### config.mk
export PLATFORM = sky130hd
export DESIGN_NAME = header_length_frame_resync_deframer_top
export DESIGN_NICKNAME = d
export VERILOG_FILES = /design/src/sv/hlfrd_pkg.sv /design/src/sv/hlfrd_cfg.sv /design/src/sv/hlfrd_mem.sv /design/src/sv/hlfrd_seq.sv /design/src/sv/header_length_frame_resync_deframer_top.sv
export SDC_FILE = /design/constraint.sdc
export NUM_CORES = 1
export LEC_CHECK = 0
export BUFFER_PORTS_ARGS = -buffer_cell sky130_fd_sc_hd__buf_2
export CAP_MARGIN = 20
export CORE_MARGIN = 8
export CORE_UTILIZATION = 35
export DETAILED_ROUTE_END_ITERATION = 8
export PLACE_DENSITY = 0.51
export SLEW_MARGIN = 40
export SYNTH_ARGS = -nofsm -noshare
export SYNTH_HDL_FRONTEND = slang
export SYNTH_SLANG_ARGS = --single-unit
### constraint.sdc
create_clock -name i_clk -period 8 [get_ports i_clk]
set_clock_uncertainty 0.15 [all_clocks]
set_input_delay 0.4 -clock i_clk [delete_from_list [all_inputs] [get_ports i_clk]]
set_output_delay 0.4 -clock i_clk [all_outputs]
set_load 0.01 [all_outputs]
### src/sv/hlfrd_pkg.sv
// ----------------------------------------------------------------------------
// hlfrd_pkg
// shared types and constants of the header/length frame deframer
// ----------------------------------------------------------------------------
package hlfrd_pkg;

    typedef struct packed {
        logic        mode;
        logic [7:0]  rx_byte;
        logic [31:0] now_ms;
    } t_in_word;

    typedef struct packed {
        logic [7:0] frame_byte;
        logic       frame_first;
        logic       frame_last;
    } t_out_word;

    typedef struct packed {
        logic [7:0] topic_command_code;
        logic [7:0] target_command_code;
        logic [7:0] lost_command_code;
        logic [7:0] topic_payload_length;
        logic [7:0] topic_alt_payload_length;
        logic [7:0] target_payload_length;
        logic [7:0] lost_payload_length;
        logic [7:0] frame_overhead_length;
    } t_cfg;

    localparam logic [7:0] REG_TOPIC_CMD     = 8'd0;
    localparam logic [7:0] REG_TARGET_CMD    = 8'd1;
    localparam logic [7:0] REG_LOST_CMD      = 8'd2;
    localparam logic [7:0] REG_TOPIC_LEN     = 8'd3;
    localparam logic [7:0] REG_TOPIC_ALT_LEN = 8'd4;
    localparam logic [7:0] REG_TARGET_LEN    = 8'd5;
    localparam logic [7:0] REG_LOST_LEN      = 8'd6;
    localparam logic [7:0] REG_OVERHEAD      = 8'd7;

    localparam t_cfg CFG_RESET = '{
        topic_command_code:       8'd1,
        target_command_code:      8'd2,
        lost_command_code:        8'd3,
        topic_payload_length:     8'd4,
        topic_alt_payload_length: 8'd2,
        target_payload_length:    8'd8,
        lost_payload_length:      8'd0,
        frame_overhead_length:    8'd5
    };

    localparam logic [7:0] SYNC_FIRST  = 8'h55;
    localparam logic [7:0] SYNC_SECOND = 8'hAA;
    localparam logic [7:0] MIN_FRAME   = 8'd4;
    localparam logic [5:0] RESULT_CAP  = 6'd32;

    typedef enum logic [4:0] {
        S_IDLE = 5'b00001,
        S_RD   = 5'b00010,
        S_CHK  = 5'b00100,
        S_ERD  = 5'b01000,
        S_EOUT = 5'b10000
    } t_state;

endpackage

### src/sv/hlfrd_cfg.sv
// ----------------------------------------------------------------------------
// hlfrd_cfg
// configuration register file, written through a valid/ready channel
// ----------------------------------------------------------------------------
module hlfrd_cfg (
    input  logic              i_clk,
    input  logic              i_rst_n,
    input  logic              i_cfg_valid,
    output logic              o_cfg_ready,
    input  logic [7:0]        i_cfg_index,
    input  logic [7:0]        i_cfg_data,
    output hlfrd_pkg::t_cfg   o_cfg
);

    hlfrd_pkg::t_cfg r_cfg;
    hlfrd_pkg::t_cfg n_cfg;

    assign o_cfg_ready = 1'b1;
    assign o_cfg       = r_cfg;

    always_comb begin
        n_cfg = r_cfg;
        if (i_cfg_valid) begin
            unique case (i_cfg_index)
                hlfrd_pkg::REG_TOPIC_CMD:     n_cfg.topic_command_code       = i_cfg_data;
                hlfrd_pkg::REG_TARGET_CMD:    n_cfg.target_command_code      = i_cfg_data;
                hlfrd_pkg::REG_LOST_CMD:      n_cfg.lost_command_code        = i_cfg_data;
                hlfrd_pkg::REG_TOPIC_LEN:     n_cfg.topic_payload_length     = i_cfg_data;
                hlfrd_pkg::REG_TOPIC_ALT_LEN: n_cfg.topic_alt_payload_length = i_cfg_data;
                hlfrd_pkg::REG_TARGET_LEN:    n_cfg.target_payload_length    = i_cfg_data;
                hlfrd_pkg::REG_LOST_LEN:      n_cfg.lost_payload_length      = i_cfg_data;
                hlfrd_pkg::REG_OVERHEAD:      n_cfg.frame_overhead_length    = i_cfg_data;
                default: ;
            endcase
        end
    end

    always_ff @(posedge i_clk) begin
        if (!i_rst_n) begin
            r_cfg <= hlfrd_pkg::CFG_RESET;
        end else begin
            r_cfg <= n_cfg;
        end
    end

endmodule

### src/sv/hlfrd_mem.sv
// ----------------------------------------------------------------------------
// hlfrd_mem
// byte window store, one write and one registered read port
// ----------------------------------------------------------------------------
module hlfrd_mem #(
    parameter int BUFFER_BYTES = 32,
    parameter int AW           = $clog2(BUFFER_BYTES)
) (
    input  logic          i_clk,
    input  logic          i_we,
    input  logic [AW-1:0] i_waddr,
    input  logic [7:0]    i_wdata,
    input  logic          i_re,
    input  logic [AW-1:0] i_raddr,
    output logic [7:0]    o_rdata
);

    logic [7:0] r_mem [BUFFER_BYTES];
    logic [7:0] r_rdata;

    assign o_rdata = r_rdata;

    always_ff @(posedge i_clk) begin
        if (i_we) begin
            r_mem[i_waddr] <= i_wdata;
        end
    end

    always_ff @(posedge i_clk) begin
        if (i_re) begin
            r_rdata <= r_mem[i_raddr];
        end
    end

endmodule

### src/sv/hlfrd_seq.sv
// ----------------------------------------------------------------------------
// hlfrd_seq
// window pointers, header scan sequencer and frame emission with output word
// ----------------------------------------------------------------------------
module hlfrd_seq #(
    parameter int BUFFER_BYTES = 32,
    parameter int TIMEOUT_MS   = 20,
    parameter int AW           = $clog2(BUFFER_BYTES),
    parameter int CW           = $clog2(BUFFER_BYTES + 1)
) (
    input  logic                  i_clk,
    input  logic                  i_rst_n,
    input  logic                  i_in_valid,
    output logic                  o_in_stall,
    input  hlfrd_pkg::t_in_word   i_in,
    output logic                  o_out_valid,
    input  logic                  i_out_stall,
    output hlfrd_pkg::t_out_word  o_out,
    input  hlfrd_pkg::t_cfg       i_cfg,
    output logic                  o_mem_we,
    output logic [AW-1:0]         o_mem_waddr,
    output logic [7:0]            o_mem_wdata,
    output logic                  o_mem_re,
    output logic [AW-1:0]         o_mem_raddr,
    input  logic [7:0]            i_mem_rdata
);

    localparam logic [8:0]  DEPTH_S = 9'(BUFFER_BYTES);
    localparam logic [CW-1:0] DEPTH_C = CW'(BUFFER_BYTES);
    localparam logic [31:0] TIMEOUT_C = 32'(TIMEOUT_MS);

    hlfrd_pkg::t_state    r_state, n_state;
    logic [AW-1:0]        r_head, n_head;
    logic [CW-1:0]        r_count, n_count;
    logic [31:0]          r_last_time, n_last_time;
    logic [1:0]           r_k, n_k;
    logic [7:0]           r_i, n_i;
    logic [7:0]           r_flen, n_flen;
    logic [7:0]           r_cmd, n_cmd;
    logic [5:0]           r_prod, n_prod;
    logic                 r_out_valid, n_out_valid;
    hlfrd_pkg::t_out_word r_out, n_out;

    logic       w_accept;
    logic       w_drop;
    logic       w_load;
    logic       w_last;
    logic [7:0] w_flen;
    logic [31:0] w_age;

    function automatic logic [AW-1:0] f_wrap(input logic [AW-1:0] base, input logic [7:0] off);
        logic [8:0] s;
        s = 9'(base) + 9'(off);
        if (s >= DEPTH_S) begin
            s = s - DEPTH_S;
        end
        return s[AW-1:0];
    endfunction

    function automatic logic f_known(input hlfrd_pkg::t_cfg cfg, input logic [7:0] c);
        return (c == cfg.topic_command_code) || (c == cfg.target_command_code) ||
               (c == cfg.lost_command_code);
    endfunction

    function automatic logic f_allowed(input hlfrd_pkg::t_cfg cfg, input logic [7:0] c,
                                       input logic [7:0] len);
        logic ok;
        if (c == cfg.topic_command_code) begin
            ok = (len == cfg.topic_payload_length) || (len == cfg.topic_alt_payload_length);
        end else if (c == cfg.target_command_code) begin
            ok = (len == cfg.target_payload_length);
        end else if (c == cfg.lost_command_code) begin
            ok = (len == cfg.lost_payload_length);
        end else begin
            ok = 1'b0;
        end
        return ok;
    endfunction

    assign o_in_stall  = (r_state != hlfrd_pkg::S_IDLE);
    assign o_out_valid = r_out_valid;
    assign o_out       = r_out;
    assign w_accept    = i_in_valid && (r_state == hlfrd_pkg::S_IDLE);
    assign w_age       = i_in.now_ms - r_last_time;
    assign w_last      = (9'(r_i) + 9'd1) == 9'(r_flen);

    always_comb begin
        w_flen = i_cfg.frame_overhead_length + i_mem_rdata;
        if (w_flen < hlfrd_pkg::MIN_FRAME) begin
            w_flen = hlfrd_pkg::MIN_FRAME;
        end
    end

    always_comb begin
        n_state     = r_state;
        n_head      = r_head;
        n_count     = r_count;
        n_last_time = r_last_time;
        n_k         = r_k;
        n_i         = r_i;
        n_flen      = r_flen;
        n_cmd       = r_cmd;
        n_prod      = r_prod;
        n_out_valid = r_out_valid && i_out_stall;
        n_out       = r_out;
        o_mem_we    = 1'b0;
        o_mem_waddr = r_head;
        o_mem_wdata = i_in.rx_byte;
        o_mem_re    = 1'b0;
        o_mem_raddr = f_wrap(r_head, 8'(r_k));
        w_drop      = 1'b0;
        w_load      = 1'b0;

        unique case (r_state)
            hlfrd_pkg::S_IDLE: begin
                if (w_accept) begin
                    n_prod = '0;
                    if (i_in.mode) begin
                        if ((r_count != '0) && (w_age >= TIMEOUT_C)) begin
                            n_count = '0;
                        end
                    end else begin
                        o_mem_we    = 1'b1;
                        n_last_time = i_in.now_ms;
                        n_k         = '0;
                        n_state     = hlfrd_pkg::S_RD;
                        if (r_count == DEPTH_C) begin
                            o_mem_waddr = r_head;
                            n_head      = f_wrap(r_head, 8'd1);
                        end else begin
                            o_mem_waddr = f_wrap(r_head, 8'(r_count));
                            n_count     = r_count + 1'b1;
                        end
                    end
                end
            end
            hlfrd_pkg::S_RD: begin
                if (9'(r_count) <= 9'(r_k)) begin
                    n_state = hlfrd_pkg::S_IDLE;
                end else begin
                    o_mem_re    = 1'b1;
                    o_mem_raddr = f_wrap(r_head, 8'(r_k));
                    n_state     = hlfrd_pkg::S_CHK;
                end
            end
            hlfrd_pkg::S_CHK: begin
                n_state = hlfrd_pkg::S_RD;
                case (r_k)
                    2'd0: w_drop = (i_mem_rdata != hlfrd_pkg::SYNC_FIRST);
                    2'd1: w_drop = (i_mem_rdata != hlfrd_pkg::SYNC_SECOND);
                    2'd2: w_drop = !f_known(i_cfg, i_mem_rdata);
                    default: w_drop = !f_allowed(i_cfg, r_cmd, i_mem_rdata);
                endcase
                if (w_drop) begin
                    n_head  = f_wrap(r_head, 8'd1);
                    n_count = r_count - 1'b1;
                    n_k     = '0;
                end else if (r_k == 2'd3) begin
                    n_flen = w_flen;
                    n_i    = '0;
                    if (9'(r_count) < 9'(w_flen)) begin
                        n_state = hlfrd_pkg::S_IDLE;
                    end else begin
                        n_state = hlfrd_pkg::S_ERD;
                    end
                end else begin
                    if (r_k == 2'd2) begin
                        n_cmd = i_mem_rdata;
                    end
                    n_k = r_k + 1'b1;
                end
            end
            hlfrd_pkg::S_ERD: begin
                o_mem_re    = 1'b1;
                o_mem_raddr = f_wrap(r_head, r_i);
                n_state     = hlfrd_pkg::S_EOUT;
            end
            hlfrd_pkg::S_EOUT: begin
                if ((r_prod >= hlfrd_pkg::RESULT_CAP) || !r_out_valid || !i_out_stall) begin
                    if (r_prod < hlfrd_pkg::RESULT_CAP) begin
                        w_load            = 1'b1;
                        n_out_valid       = 1'b1;
                        n_out.frame_byte  = i_mem_rdata;
                        n_out.frame_first = (r_i == '0);
                        n_out.frame_last  = w_last;
                        n_prod            = r_prod + 1'b1;
                    end
                    if (w_last) begin
                        n_head  = f_wrap(r_head, r_flen);
                        n_count = r_count - CW'(r_flen);
                        n_k     = '0;
                        n_state = hlfrd_pkg::S_RD;
                    end else begin
                        n_i     = r_i + 1'b1;
                        n_state = hlfrd_pkg::S_ERD;
                    end
                end
            end
            default: n_state = hlfrd_pkg::S_IDLE;
        endcase
    end

    always_ff @(posedge i_clk) begin
        if (!i_rst_n) begin
            r_state     <= hlfrd_pkg::S_IDLE;
            r_head      <= '0;
            r_count     <= '0;
            r_last_time <= '0;
            r_k         <= '0;
            r_i         <= '0;
            r_prod      <= '0;
            r_out_valid <= 1'b0;
        end else begin
            r_state     <= n_state;
            r_head      <= n_head;
            r_count     <= n_count;
            r_last_time <= n_last_time;
            r_k         <= n_k;
            r_i         <= n_i;
            r_prod      <= n_prod;
            r_out_valid <= n_out_valid;
        end
    end

    always_ff @(posedge i_clk) begin
        r_flen <= n_flen;
        r_cmd  <= n_cmd;
        r_out  <= n_out;
    end

    a_count_bound: assert property (@(posedge i_clk) disable iff (!i_rst_n)
        (r_count <= DEPTH_C) && (9'(r_head) < DEPTH_S))
        else $error("window count or head out of range");

    a_prod_cap: assert property (@(posedge i_clk) disable iff (!i_rst_n)
        r_prod <= hlfrd_pkg::RESULT_CAP)
        else $error("result count beyond cap");

    a_first_sync: assert property (@(posedge i_clk) disable iff (!i_rst_n)
        (w_load && (r_i == '0)) |-> (i_mem_rdata == hlfrd_pkg::SYNC_FIRST))
        else $error("frame start word is not the first sync byte");

    a_drop_one: assert property (@(posedge i_clk) disable iff (!i_rst_n)
        (r_state == hlfrd_pkg::S_CHK && w_drop) |=> (r_count == $past(r_count) - 1'b1))
        else $error("resync drop did not remove exactly one byte");

endmodule

### src/sv/header_length_frame_resync_deframer_top.sv
// ----------------------------------------------------------------------------
// header_length_frame_resync_deframer_top
// resynchronizing deframer for 0x55 0xaa / command / length framed byte streams
//
//   channel | direction | handshake            | word
//   in      | input     | i_in_valid/o_in_stall | mode, rx_byte, now_ms
//   out     | output    | o_out_valid/i_out_stall | frame_byte, first, last
//   cfg     | input     | i_cfg_valid/o_cfg_ready | register index, data
//
// a stale check is handled in idle; a received byte is written, then each scanned
// header position is read and checked, each emitted frame byte read and sent,
// until the scan stops at the end of the window, paced by the single read port
// output stalls lengthen emission; one finished word waits in the output register
// reset is synchronous; the window store needs no clearing pass
// ----------------------------------------------------------------------------
module header_length_frame_resync_deframer_top #(
    parameter int BUFFER_BYTES = 32,
    parameter int TIMEOUT_MS   = 20
) (
    input  logic                  i_clk,
    input  logic                  i_rst_n,
    input  logic                  i_in_valid,
    output logic                  o_in_stall,
    input  hlfrd_pkg::t_in_word   i_in,
    output logic                  o_out_valid,
    input  logic                  i_out_stall,
    output hlfrd_pkg::t_out_word  o_out,
    input  logic                  i_cfg_valid,
    output logic                  o_cfg_ready,
    input  logic [7:0]            i_cfg_index,
    input  logic [7:0]            i_cfg_data
);

    localparam int AW = $clog2(BUFFER_BYTES);

    hlfrd_pkg::t_cfg w_cfg;
    logic            w_we;
    logic [AW-1:0]   w_waddr;
    logic [7:0]      w_wdata;
    logic            w_re;
    logic [AW-1:0]   w_raddr;
    logic [7:0]      w_rdata;

    hlfrd_cfg u_cfg (
        .i_clk       (i_clk),
        .i_rst_n     (i_rst_n),
        .i_cfg_valid (i_cfg_valid),
        .o_cfg_ready (o_cfg_ready),
        .i_cfg_index (i_cfg_index),
        .i_cfg_data  (i_cfg_data),
        .o_cfg       (w_cfg)
    );

    hlfrd_mem #(
        .BUFFER_BYTES (BUFFER_BYTES),
        .AW           (AW)
    ) u_mem (
        .i_clk   (i_clk),
        .i_we    (w_we),
        .i_waddr (w_waddr),
        .i_wdata (w_wdata),
        .i_re    (w_re),
        .i_raddr (w_raddr),
        .o_rdata (w_rdata)
    );

    hlfrd_seq #(
        .BUFFER_BYTES (BUFFER_BYTES),
        .TIMEOUT_MS   (TIMEOUT_MS),
        .AW           (AW)
    ) u_seq (
        .i_clk       (i_clk),
        .i_rst_n     (i_rst_n),
        .i_in_valid  (i_in_valid),
        .o_in_stall  (o_in_stall),
        .i_in        (i_in),
        .o_out_valid (o_out_valid),
        .i_out_stall (i_out_stall),
        .o_out       (o_out),
        .i_cfg       (w_cfg),
        .o_mem_we    (w_we),
        .o_mem_waddr (w_waddr),
        .o_mem_wdata (w_wdata),
        .o_mem_re    (w_re),
        .o_mem_raddr (w_raddr),
        .i_mem_rdata (w_rdata)
    );

endmodule
==> flow_summary.yaml <==
place:
  hpwlAfterDp_um: 35000
  gp_congestion: 0.861
  numPortBuffers: 73
clock_network:
  clk_pin_slew_ns: 0.06
  cts_buffers: 47
  clkLatencyLatePin_ns: 0.58
  clock-sinks: 419
  htreeDepth: 2
  cts_root_buf: "clkbuf_16"
  clk_path_buf_depth: 3
  cts_setup_buffers: 0
  cts_tree: "built"
timing:
  max_freq_mhz: 210
  timing.slew.headroom: 0.415
  worst_pin_slew_ns: 0.878
  setup_violations: 0
  rsz0062_at_grt: "no"
  hold_viol_final: 0
  fin_crit_sh: 0.596
  drv_slew: 0
  tns_ns: 0
  holdWs_ns: 0.0345
  fin_crit_ns: 4.77
route:
  wl_per_cell_um: 19.6
  drc: 0
  drt_iter0_drc: 919
  final_antenna_net_count: 0
  dr.pass1.iters: 5
  vias: 13500
  viasPerCell: 5.11
  wl_um: 51700
finish:
  layout-drive-gt1-share: 0.158
  fin_nets: 1968
  fillerInstances: 5688
  area_growth_pct: 14.5
  antenna_cells: 0
global_routing:
  grt.total_usage: 0.151
  grt_start_max_net_pins: 65
  grt_pass1_vias: 13600
  antenna_found_initial: 0
  grt-ovfl-total: 0
  grt_pass1_wl_um: 81300
die:
  die_width_um: 261
  core_um2: 59900
  die_h_um: 261
  io_pins: 75
  rows: 90
  start_util: 0.352
  die_area_um2: 68300
critical_path:
  critical_path_class: "reg -> reg"
  crit_path_frequent_cell: "nor2_1"
  cp.arrival_ns: 5.10
  slowest_stage: "edfxtp_1"
  max_stage_delay_ns: 0.82
  crit_path_start_kind: "register"
  critPathRequiredTime_ns: 8.33
  worstPathMaxFanout: 12
  crit_chain: "ha_1 > inv_1 > fa_1 > inv_1 > a21oi_1 > o21bai_1 > a21oi_1 > nor2_1 > nor2_1 > xnor2_1 > nor2_1 > nor4b_1 > nor2_1 > ha_1 > a2111oi_0 > o21ai_1 > and3_1 > o311ai_0"
  end_kind: "register"
yosys:
  yosysSeqAreaShare: 0.536
  synth_top_area_cell: "edfxtp_1"
  synth_nets: 1885
  postSynthAreaPerCell_um2: 12.1
  ys_types: 85
  synthArstFlopShare: 0
  yosysWarnings: 0
  yosysTopAreaCellShare: 0.413
  ys.flop_type: "edfxtp_1"
  synth_edf_count: 290
  synthCells: 1744
  netlist_area_um2: 21100
  synth.area.top_cells: "edfxtp_1 41%, dfxtp_1 12%, mux4_2 6.8%"
  synth_seq_cells: 419
pwr:
  power.density_nw_per_um2: 201
  seqPwrFrac: 0.482
  intPower_uw: 3690
  p_switching_uw: 1160
  clkPwrFrac: 0.429
  peakVddDrop_mv: 0.135
  power.share.switching: 0.239
  combinationalPowerShare: 0.089
  leakage_uw: 0.00854
hold_path:
  hold_class: "in -> reg"
job:
  drv_cap: 0
run_status:
  status: "completed"
[registers in the layout, summed over array words and instances (netlist names)]
register,cells
u_mem.r_mem,256
u_cfg.o_cfg,64
u_seq.r_last_time,32
u_seq.o_out,10
u_mem.o_rdata,8
u_seq.r_cmd,8
u_seq.r_flen,8
u_seq.r_i,8
u_seq.r_count,6
u_seq.r_prod,6
u_seq.r_head,5
u_seq.r_state,5
u_seq.r_k,2
u_seq.o_out_valid,1
[synth_stat cells (6+ instances only)]
| library cell | n |
|---|---|
| nand2_1 | 150 |
| a21o_1 | 18 |
| o21ai_1 | 15 |
| nor2b_1 | 69 |
| clkbuf_1 | 54 |
| or3_1 | 10 |
| nand2b_1 | 12 |
| a21oi_1 | 70 |
| fa_1 | 6 |
| mux4_2 | 64 |
| nand4_1 | 30 |
| inv_1 | 72 |
| o211ai_1 | 16 |
| dfxtp_1 | 129 |
| nor3_1 | 17 |
| mux2i_1 | 92 |
| mux2_2 | 17 |
| ha_1 | 73 |
| xor2_1 | 39 |
| and2_1 | 9 |
| nor2_1 | 111 |
| nor4_1 | 9 |
| buf_1 | 19 |
| o31ai_1 | 6 |
| a21boi_0 | 32 |
| a21boi_1 | 6 |
| o21ai_0 | 52 |
| o21a_1 | 9 |
| nor3b_1 | 8 |
| buf_2 | 10 |
| and3_1 | 9 |
| xnor2_1 | 98 |
| edfxtp_1 | 290 |
| nand3_1 | 26 |
| nand3b_1 | 8 |
[routing by layer]
layer	vias up	share of wire	global-route usage
met3	67	0.039	0.0214
met5	-	0	0
li1	6540	-	-
met2	265	0.46	0.245
met1	6630	0.48	0.212
met4	0	0.021	0.0398
[per-stage QoR]
step                cell area, µm²  cells  setup slack (ns)  total power, µW  utilization
floorplan                    21100   1744              4.33             2680            -
global placement             22200   2527              3.43             2800        0.371
detailed placement           22300   2528              3.31             2810        0.372
CTS                          24100   2644              3.28             4920        0.402
global route                 24100   2644              2.81             5040        0.403
finish                       24100   2644              3.23             4850        0.403
[worst max-delay path, delay by kind of cell (launching register included)]
family                     cells  cell delay, ns
AOI/OAI and AO/OA              6            1.22
DFF                            1            0.82
adders and majority gates      3            0.91
xor gates and xnor gates       1            0.14
and+or+nand+nor                6            1.29
buffers and inverters          2            0.13
[placed cells by master, fill, tap and decap left out, drive strengths merged, types with 15 or more instances in the layout]
master	n
a21boi	38
a21o	18
a21oi	71
buf	86
clkbuf	64
clkinv	15
dfxtp	129
dlygate4sd3	32
edfxtp	290
ha	73
inv	76
mux2	20
mux2i	92
mux4	64
nand2	151
nand3	27
nand4	31
nor2	111
nor2b	70
nor3	19
o211ai	16
o21ai	68
xnor2	98
xor2	39
[cell type report]
| type | count | area [µm²] | share of cell area |
|---|---|---|---|
| clock buffer | 64 | 1270 | 0.0527 |
| clock inverter | 20 | 205 | 0.00851 |
| sequential | 419 | 11300 | 0.468 |
| inverter | 75 | 282 | 0.0117 |
| tap | 782 | 978 | 0.0406 |
| timing repair buffer | 118 | 802 | 0.0332 |
| multi-input combinational | 1166 | 9290 | 0.385 |
[final timing paths]
path	cells past startpoint	endpoint	slack, ns	from
max	18	u_seq.r_state[0]$_SDFFE_PN1P_	3.23	u_mem.o_rdata[0]$_DFFE_PP_
min	3	u_cfg.o_cfg[25]$_SDFFE_PN1P_	0.03	i_cfg_data[1]
max reg2reg	18	u_seq.r_state[0]$_SDFFE_PN1P_	3.23	u_mem.o_rdata[0]$_DFFE_PP_
min reg2reg	2	u_seq.r_last_time[4]$_SDFFE_PN0P_	0.31	u_seq.r_last_time[4]$_SDFFE_PN0P_
[power by group through the flow]
stage | Clock [µW] | Sequential, µW | Combinational, µW
floorplan | 0 | 2380 | 292
global placement | 0 | 2390 | 411
detailed placement | 0 | 2390 | 421
CTS | 2140 | 2340 | 435
global route | 2220 | 2340 | 479
finish | 2080 | 2340 | 431
[cell families (layout without fill, tap and decap cells)]
family                     Yosys count  in the layout  share of synthesized area
and+or+nand+nor                    498            498                      0.121
DFF                                419            419                      0.536
AOI/OAI and AO/OA                  275            275                     0.0849
muxes                              176            176                      0.123
buffers and inverters              159            277                     0.0291
xor gates and xnor gates           137            137                     0.0570
adders and majority gates           79             79                     0.0491
other                                1              1                   0.000178
[repair_timing]
| item | CTS | global route |
|---|---|---|
| hold endpoints to repair | 32 | 0 |
| gates resized for setup | 0 | 0 |
| hold buffers | 32 | 0 |
Power figures use the tool's default switching activity.
